File: config.mk
export PLATFORM = sky130hd
export DESIGN_NAME = knob_window_deadband_filter_core
export DESIGN_NICKNAME = d
export VERILOG_FILES = /design/src/rtl/kwdf_pkg.sv /design/src/rtl/kwdf_window_mem.sv /design/src/rtl/kwdf_eval_unit.sv /design/src/rtl/knob_window_deadband_filter_core.sv
export SDC_FILE = /design/constraint.sdc
export NUM_CORES = 1
export LEC_CHECK = 0
export ABC_AREA = 1
export BUFFER_PORTS_ARGS = -buffer_cell sky130_fd_sc_hd__buf_2
export CORE_ASPECT_RATIO = 1.1
export CORE_MARGIN = 5
export CORE_UTILIZATION = 35
export CTS_CLUSTER_DIAMETER = 60
export DETAILED_ROUTE_END_ITERATION = 10
export GPL_TIMING_DRIVEN = 0
export PLACE_DENSITY = 0.47
export SYNTH_ARGS = -nofsm -noshare
export SYNTH_HDL_FRONTEND = slang
export SYNTH_SLANG_ARGS = --single-unit
File: constraint.sdc
create_clock -name clk -period 3.55 [get_ports clk]
set_input_delay 0.5325 -clock clk [delete_from_list [all_inputs] [get_ports clk]]
set_output_delay 0.5325 -clock clk [all_outputs]
set_load 0.01 [all_outputs]
File: src/rtl/kwdf_pkg.sv
// Shared constants, codes and types for the knob window deadband filter.
// Depends on nothing; every other rtl file imports it.
`default_nettype none

package kwdf_pkg;

	// Knob and window geometry; the window length is a power of two so the
	// average is a plain shift and the window address is {knob, slot}.
	localparam int NUM_KNOBS  = 4;
	localparam int WINDOW_LEN = 8;

	localparam int KNOB_W    = 2;
	localparam int SAMPLE_W  = 8;
	localparam int SLOT_W    = $clog2(WINDOW_LEN);
	localparam int WIN_SHIFT = SLOT_W;
	localparam int SUM_W     = SAMPLE_W + SLOT_W;
	localparam int ADDR_W    = KNOB_W + SLOT_W;
	localparam int MEM_DEPTH = 1 << ADDR_W;

	localparam logic [KNOB_W-1:0] KNOB_LAST = KNOB_W'(NUM_KNOBS - 1);
	localparam logic [SLOT_W-1:0] SLOT_LAST = SLOT_W'(WINDOW_LEN - 1);

	localparam logic [SAMPLE_W-1:0] SAMPLE_FULL = 8'hFF;

	localparam logic OP_STORE = 1'b0;
	localparam logic OP_EVAL  = 1'b1;

	typedef enum logic [2:0] {
		ST_IDLE,
		ST_SUM,
		ST_LAST,
		ST_DECIDE,
		ST_EMIT
	} kwdf_state_t;

	typedef struct packed {
		logic clear;
		logic add;
	} kwdf_acc_ctrl_t;

	typedef struct packed {
		logic                change;
		logic [SAMPLE_W-1:0] value;
	} kwdf_decision_t;

endpackage

`default_nettype wire

File: src/rtl/kwdf_window_mem.sv
// Sample window store: one write port, one registered read port.
// Per-entry written flags make unwritten entries read as zero. Uses kwdf_pkg.
`default_nettype none

module kwdf_window_mem (
	input  logic                          clk,
	input  logic                          arst_n,
	input  logic                          wr_en,
	input  logic [kwdf_pkg::ADDR_W-1:0]   wr_addr,
	input  logic [kwdf_pkg::SAMPLE_W-1:0] wr_data,
	input  logic                          rd_en,
	input  logic [kwdf_pkg::ADDR_W-1:0]   rd_addr,
	output logic [kwdf_pkg::SAMPLE_W-1:0] rd_data
);
	import kwdf_pkg::*;

	logic [SAMPLE_W-1:0]  mem_q [MEM_DEPTH];
	logic [MEM_DEPTH-1:0] written_q;
	logic [SAMPLE_W-1:0]  rd_raw_q;
	logic                 rd_hit_q;

	always_ff @(posedge clk) begin
		if (wr_en) begin
			mem_q[wr_addr] <= wr_data;
		end
		if (rd_en) begin
			rd_raw_q <= mem_q[rd_addr];
		end
	end

	always_ff @(posedge clk or negedge arst_n) begin
		if (!arst_n) begin
			written_q <= '0;
			rd_hit_q  <= 1'b0;
		end else begin
			if (wr_en) begin
				written_q[wr_addr] <= 1'b1;
			end
			if (rd_en) begin
				rd_hit_q <= written_q[rd_addr];
			end
		end
	end

	// unwritten entries read as zero through their cleared written flag
	assign rd_data = rd_hit_q ? rd_raw_q : '0;

endmodule

`default_nettype wire

File: src/rtl/kwdf_eval_unit.sv
// Shared accumulate and deadband compare unit, reused for every knob.
// Sums one window entry per cycle, then decides the held value move. Uses kwdf_pkg.
`default_nettype none

module kwdf_eval_unit (
	input  logic                           clk,
	input  kwdf_pkg::kwdf_acc_ctrl_t       ctrl,
	input  logic [kwdf_pkg::SAMPLE_W-1:0]  add_data,
	input  logic [kwdf_pkg::SAMPLE_W-1:0]  held,
	output kwdf_pkg::kwdf_decision_t       decision
);
	import kwdf_pkg::*;

	logic [SUM_W-1:0]    acc_q;
	logic [SAMPLE_W-1:0] avg_floor;
	logic [SAMPLE_W-1:0] avg_ceil;

	always_ff @(posedge clk) begin
		if (ctrl.clear) begin
			acc_q <= '0;
		end else if (ctrl.add) begin
			acc_q <= acc_q + SUM_W'(add_data);
		end
	end

	// Moving up by a truncated quotient lands on floor(sum / len); moving
	// down lands on ceil(sum / len). The deadband is the gap between them.
	// A full-scale sum has no remainder, so the ceiling never overflows.
	always_comb begin
		avg_floor = acc_q[SUM_W-1:WIN_SHIFT];
		avg_ceil  = avg_floor + SAMPLE_W'(|acc_q[WIN_SHIFT-1:0]);
		decision  = '0;
		if (avg_floor > held) begin
			decision.change = 1'b1;
			decision.value  = avg_floor;
		end else if (avg_ceil < held) begin
			decision.change = 1'b1;
			decision.value  = avg_ceil;
		end else begin
			decision.value  = held;
		end
	end

endmodule

`default_nettype wire

File: src/rtl/knob_window_deadband_filter_core.sv
// Knob window deadband filter: top level with sequencer, held values and output register.
// Store beat: taken back to back. Evaluate beat: each knob's window is summed
// through the shared accumulator, one window read per cycle, then the knobs are walked
// to emit changes, holding while the output stalls; the input stalls throughout.
// Reset clears counters, held values and window written flags, so every window reads zero.
`default_nettype none

module knob_window_deadband_filter_core (
	input  logic                          clk,
	input  logic                          arst_n,
	input  logic                          in_valid,
	output logic                          in_stall,
	input  logic                          opcode,
	input  logic [kwdf_pkg::KNOB_W-1:0]   knob_select,
	input  logic [kwdf_pkg::SAMPLE_W-1:0] sample,
	output logic                          out_valid,
	input  logic                          out_stall,
	output logic [kwdf_pkg::KNOB_W-1:0]   knob_index,
	output logic [kwdf_pkg::SAMPLE_W-1:0] knob_value,
	output logic                          last
);
	import kwdf_pkg::*;

	kwdf_state_t         state_q, state_d;
	logic [KNOB_W-1:0]   knob_q;      // knob walk for both sum and emit phases
	logic [SLOT_W-1:0]   idx_q;       // window entry being read
	logic [KNOB_W-1:0]   rr_q;        // round-robin store counter
	logic [SLOT_W-1:0]   slot_q;      // shared window slot
	logic [SAMPLE_W-1:0] held_q [NUM_KNOBS];
	logic [NUM_KNOBS-1:0] changed_q;
	logic                rd_vld_s1;

	logic                out_valid_q;
	logic [KNOB_W-1:0]   knob_index_q;
	logic [SAMPLE_W-1:0] knob_value_q;
	logic                last_q;

	logic                in_take;
	logic                store_take;
	logic                knob_ok;
	logic                mem_wr_en;
	logic                mem_rd_en;
	logic [SAMPLE_W-1:0] mem_rd_data;
	logic                out_free;
	logic                emit_step;
	logic                emit_load;
	logic                later_change;
	kwdf_acc_ctrl_t      acc_ctrl;
	kwdf_decision_t      decision;

	assign in_stall   = (state_q != ST_IDLE);
	assign in_take    = in_valid && !in_stall;
	assign store_take = in_take && (opcode == OP_STORE);
	assign knob_ok    = ((KNOB_W+1)'(knob_select) < (KNOB_W+1)'(NUM_KNOBS));
	assign mem_wr_en  = store_take && knob_ok;
	assign out_free   = !out_valid_q || !out_stall;

	// Window store, addressed {knob, slot}; written inverted.
	kwdf_window_mem u_window (
		.clk     (clk),
		.arst_n  (arst_n),
		.wr_en   (mem_wr_en),
		.wr_addr ({knob_select, slot_q}),
		.wr_data (SAMPLE_FULL - sample),
		.rd_en   (mem_rd_en),
		.rd_addr ({knob_q, idx_q}),
		.rd_data (mem_rd_data)
	);

	// Shared accumulator and deadband compare.
	kwdf_eval_unit u_eval (
		.clk      (clk),
		.ctrl     (acc_ctrl),
		.add_data (mem_rd_data),
		.held     (held_q[knob_q]),
		.decision (decision)
	);

	// Any change left for a higher knob decides whether this beat is the last.
	always_comb begin
		later_change = 1'b0;
		for (int i = 0; i < NUM_KNOBS; i++) begin
			if (changed_q[i] && (KNOB_W'(i) > knob_q)) begin
				later_change = 1'b1;
			end
		end
	end

	// Sequencer: idle -> sum window -> collect last read -> decide, per knob;
	// after the last knob, walk the change flags and emit.
	always_comb begin
		state_d        = state_q;
		mem_rd_en      = 1'b0;
		acc_ctrl.clear = 1'b0;
		acc_ctrl.add   = 1'b0;
		emit_step      = 1'b0;
		emit_load      = 1'b0;
		case (state_q)
			ST_IDLE: begin
				acc_ctrl.clear = 1'b1;
				if (in_take && (opcode == OP_EVAL)) begin
					state_d = ST_SUM;
				end
			end
			ST_SUM: begin
				mem_rd_en    = 1'b1;
				acc_ctrl.add = rd_vld_s1;
				if (idx_q == SLOT_LAST) begin
					state_d = ST_LAST;
				end
			end
			ST_LAST: begin
				acc_ctrl.add = rd_vld_s1;
				state_d      = ST_DECIDE;
			end
			ST_DECIDE: begin
				acc_ctrl.clear = 1'b1;
				state_d        = (knob_q == KNOB_LAST) ? ST_EMIT : ST_SUM;
			end
			ST_EMIT: begin
				// skip unchanged knobs; hold on a change until the output frees
				emit_step = !changed_q[knob_q] || out_free;
				emit_load = changed_q[knob_q] && out_free;
				if (emit_step && (knob_q == KNOB_LAST)) begin
					state_d = ST_IDLE;
				end
			end
			default: begin
				state_d = ST_IDLE;
			end
		endcase
	end

	always_ff @(posedge clk or negedge arst_n) begin
		if (!arst_n) begin
			state_q     <= ST_IDLE;
			knob_q      <= '0;
			idx_q       <= '0;
			rr_q        <= '0;
			slot_q      <= '0;
			changed_q   <= '0;
			rd_vld_s1   <= 1'b0;
			out_valid_q <= 1'b0;
			for (int k = 0; k < NUM_KNOBS; k++) begin
				held_q[k] <= '0;
			end
		end else begin
			state_q   <= state_d;
			rd_vld_s1 <= mem_rd_en;

			// advance the round robin; the slot moves after every full round
			if (store_take) begin
				if (rr_q == KNOB_LAST) begin
					rr_q   <= '0;
					slot_q <= (slot_q == SLOT_LAST) ? '0 : slot_q + SLOT_W'(1);
				end else begin
					rr_q <= rr_q + KNOB_W'(1);
				end
			end

			if (mem_rd_en) begin
				idx_q <= (idx_q == SLOT_LAST) ? '0 : idx_q + SLOT_W'(1);
			end

			if (state_q == ST_DECIDE) begin
				changed_q[knob_q] <= decision.change;
				if (decision.change) begin
					held_q[knob_q] <= decision.value;
				end
			end

			if ((state_q == ST_DECIDE) || emit_step) begin
				knob_q <= (knob_q == KNOB_LAST) ? '0 : knob_q + KNOB_W'(1);
			end

			if (emit_load) begin
				out_valid_q <= 1'b1;
			end else if (!out_stall) begin
				out_valid_q <= 1'b0;
			end
		end
	end

	// output payload: load only when the register is free
	always_ff @(posedge clk) begin
		if (emit_load) begin
			knob_index_q <= knob_q;
			knob_value_q <= held_q[knob_q];
			last_q       <= !later_change;
		end
	end

	assign out_valid  = out_valid_q;
	assign knob_index = knob_index_q;
	assign knob_value = knob_value_q;
	assign last       = last_q;

endmodule

`default_nettype wire
==> summary.md <==
| Metric | Value |
|---|---|
| Layout cells sized above 1 | 9.98% |
| Seq cells post-synth | 370 |
| Vias in the first global route | 11000 |
| Clock transition at path regs | 50 ps |
| Number of port buffers | 27 |
| Post-Syn Nets | 1496 |
| Pin count of the biggest net entering global routing | 61 |
| Clock Skews | 26.2 ps |
| CP dominant cell by count | nand2_1 |
| Least-Margin Pin Slew | 1400 ps |
| GR Overflow Total | 0 |
| Antenna violations before repair | 0 |
| Final setup viols | 0 |
| Crit start category | flip-flop |
| Fmax | 304 MHz |
| Yosys cell types | 38 |
| CTS max path bufs | 3 |
| Register area share after synthesis | 66.2% |
| Synth Flop Type | edfxtp_1 |
| Diodes inserted | 0 |
| Final hold vios | 0 |
| Mean Syn Cell Area | 11.1 um2 |
| Min-Delay Endpoint | out_valid |
| CTS tree | done |
| Post-synth EDFFs | 275 |
| Mapped Area | 16000 um2 |
| Routed WL | 46600 um |
| Final core utilization | 40.7% |
| Post-Synthesis Cells | 1442 |
| Met2 usage | 31.4% |
| Worst Hold Class | in2reg |
| Synthesis-to-finish area growth | 15.3% |
| FF-to-FF Start | knob_q[0] |
| Grt peak-use layer | met2 |
| GPL Wtd Cong | 0.861 |
| Iter 0 DRT Violations | 1020 |
| Leakage | 7.11 nW |
| DP Cell Count | 2058 |
| Crit-path cells | clkbuf_4 -> buf_4 -> nand2_1 -> a32oi_1 -> inv_1 -> ha_1 -> nand2_1 -> nor2_1 -> nand2_1 -> o211ai_1 -> nand2_1 -> clkbuf_4 -> inv_1 -> nand2_1 -> nand2_1 -> nand2_1 -> nand2_1 |
| Top delay family on crit path | buffers and inverters |
| Met3 usage | 2.42% |
| Initial core utilization | 35.3% |
| Num CTS Buffers | 44 |
| Worst path buffer plus inverter count | 5 |
| Ports | 28 |
| Crit end category | flip-flop |
| Outcome | finished clean |
| Die Y | 234 um |
| Tmin final | 3290 ps |
| Largest fanout on the critical path | 10 |
| Crit path kind | reg2reg |
| Post-DP Area | 16900 um2 |
| DRC violations left | 0 |
| WP data required | 4050 ps |
| Max-cap viol count | 0 |
| HPWL Detailed | 31400 um |
| First-pass DRT Iterations | 5 |
| Pwr dens | 861 nW/um2 |
| Design Area, Final | 18400 um2 |
| Slew Limit Headroom | 6.29% |
| DRT antenna net count | 0 |
| CTS H-tree depth | 2 |
| Hold depth | 3 |
| Fin crit share | 92.7% |
| CP max-delay cell | dfrtp_2 |
| DR WL/cell | 21.8 um |
| Routing usage on met1 | 25.6% |
| Global-route wire length before repair | 70400 um |
| Peak supply drop | 644 uV |
| Worst skew pair latency | 570 ps |
| Via count | 11100 |
| Core area | 45300 um2 |
| Biggest cell delay along the critical path | 440 ps |
| Final non-filler cell total | 2141 |
| Vias/cell | 5.21 |
| Hold path startpoint | out_stall |
| Reg2reg path depth | 17 |
| Max-slew violations | 0 |
| Post-synth ARST share | 22.7% |
| R2R Setup Slk | 260 ps |
| CTS sink count | 370 |
| Synth Warn # | 0 |
| Final nets | 1573 |
| Total Routing Usage GR | 18.9% |
| Die Area | 50100 um2 |
| Row count | 82 |
| Die width | 214 um |
| CTS root buffer | clkbuf_16 |
| CP arrival | 3790 ps |
| RSZ-0062 raised after global routing | false |
| WHS | 237 ps |
| Reg-to-Reg End | held_q[3] |
## metal layers
| layer | routed length [um] | vias to the layer above |
|---|---|---|
| met5 | 0 | - |
| met3 | 2010 | 79 |
| met2 | 22800 | 265 |
| met1 | 20400 | 5517 |
| li1 | - | 5284 |
| met4 | 1490 | 0 |
## worst register-to-register path, cell delays in order (launching register included)
cell and delay (ps):
dfrtp_2 440, clkbuf_4 250, buf_4 210, nand2_1 70, a32oi_1 390, inv_1 150
ha_1 320, nand2_1 50, nor2_1 130, nand2_1 70, o211ai_1 80, nand2_1 190
clkbuf_4 250, inv_1 200, nand2_1 80, nand2_1 210, nand2_1 80, nand2_1 70
## area by class of cell
cell class              count  area, um2
well taps                 588        736
inverters                 100        385
multi-input cells         903       4740
fillers                  4419      26900
clock buffers              60       1250
plain buffers              68        300
clock inverters            20        250
flip-flops and latches    370      10600
repair buffers             32        198
## cell families after synthesis
kind of cell               share of synthesized area (%)
and+or+nand+nor                                     13.4
DFF                                                 66.2
AOI/OAI and AO/OA                                   12.6
buffers and inverters                               4.26
adders and majority gates                           3.10
xor gates and xnor gates                           0.493
## how the worst max path moves through the flow
| stage | to | startpoint | cells past startpoint | slack (ps) |
|---|---|---|---|---|
| 3_3_place_gp | held_q[3] | knob_q[1] | 17 | -280 |
| 4_1_cts | held_q[3] | knob_q[0] | 17 | 40 |
| 6_report | held_q[3] | knob_q[0] | 17 | 260 |
| 5_1_grt | held_q[22] | knob_q[1] | 17 | 20 |
| 2_1_floorplan | held_q[17] | knob_q[1] | 15 | 830 |
| 3_5_place_dp | held_q[3] | knob_q[1] | 17 | -220 |
## registers in the layout, summed over array words and instances (netlist names), 2 cells and up
signal	cells
rr_q	2
knob_q	2
idx_q	3
held_q	32
changed_q	4
knob_index	2
u_eval.acc_q	11
u_window.mem_q	256
u_window.rd_raw_q	8
u_window.written_q	32
state_q	3
slot_q	3
knob_value	8
## power by group
group / internal (mW) / switching (mW)
sequential: 5.15 / 0.273
clock: 2.85 / 1.82
combinational: 1.63 / 4.15
total: 9.63 / 6.25
## Yosys cell counts, drive strengths merged, types with 26 or more instances
master	n	area [um2]
a21oi	41	216
buf	26	135
clkbuf	43	161
dfrtp	84	2100
edfxtp	275	8260
ha	38	475
inv	99	382
nand2	219	867
nand3	65	325
nor2	204	766
o21ai	198	991
o221ai	51	447
## what timing repair did
item | in CTS | in global routing
resized for setup | 2 | 5
gates cloned | 0 | 0
hold buffers | 1 | 0
setup buffers | 2 | 1
pin swaps | 1 | 1
endpoints found under the setup margin | 33 | 36
hold endpoints to repair | 24 | 0
## cell usage in the layout (no fill, tap or decap), drive strengths merged, types with 18 or more instances in the layout
cell	netlist	final
edfxtp	275	275
nand2	219	219
nor2	204	204
o21ai	198	198
clkbuf	43	106
inv	99	101
dfrtp	84	84
nand3	65	65
buf	26	53
o221ai	51	51
a21oi	41	41
ha	38	38
or2	18	18
## metrics by stage
stage	TNS, ps	total power, mW	setup WS (ps)
after CTS	0	16.0	45.0
after floorplan	0	9.06	826
after global placement	-6940	11.3	-281
after detailed placement	-4810	11.3	-217
after global routing	0	16.8	15.0
final	0	15.9	259
(Power assumes the default switching activity.)
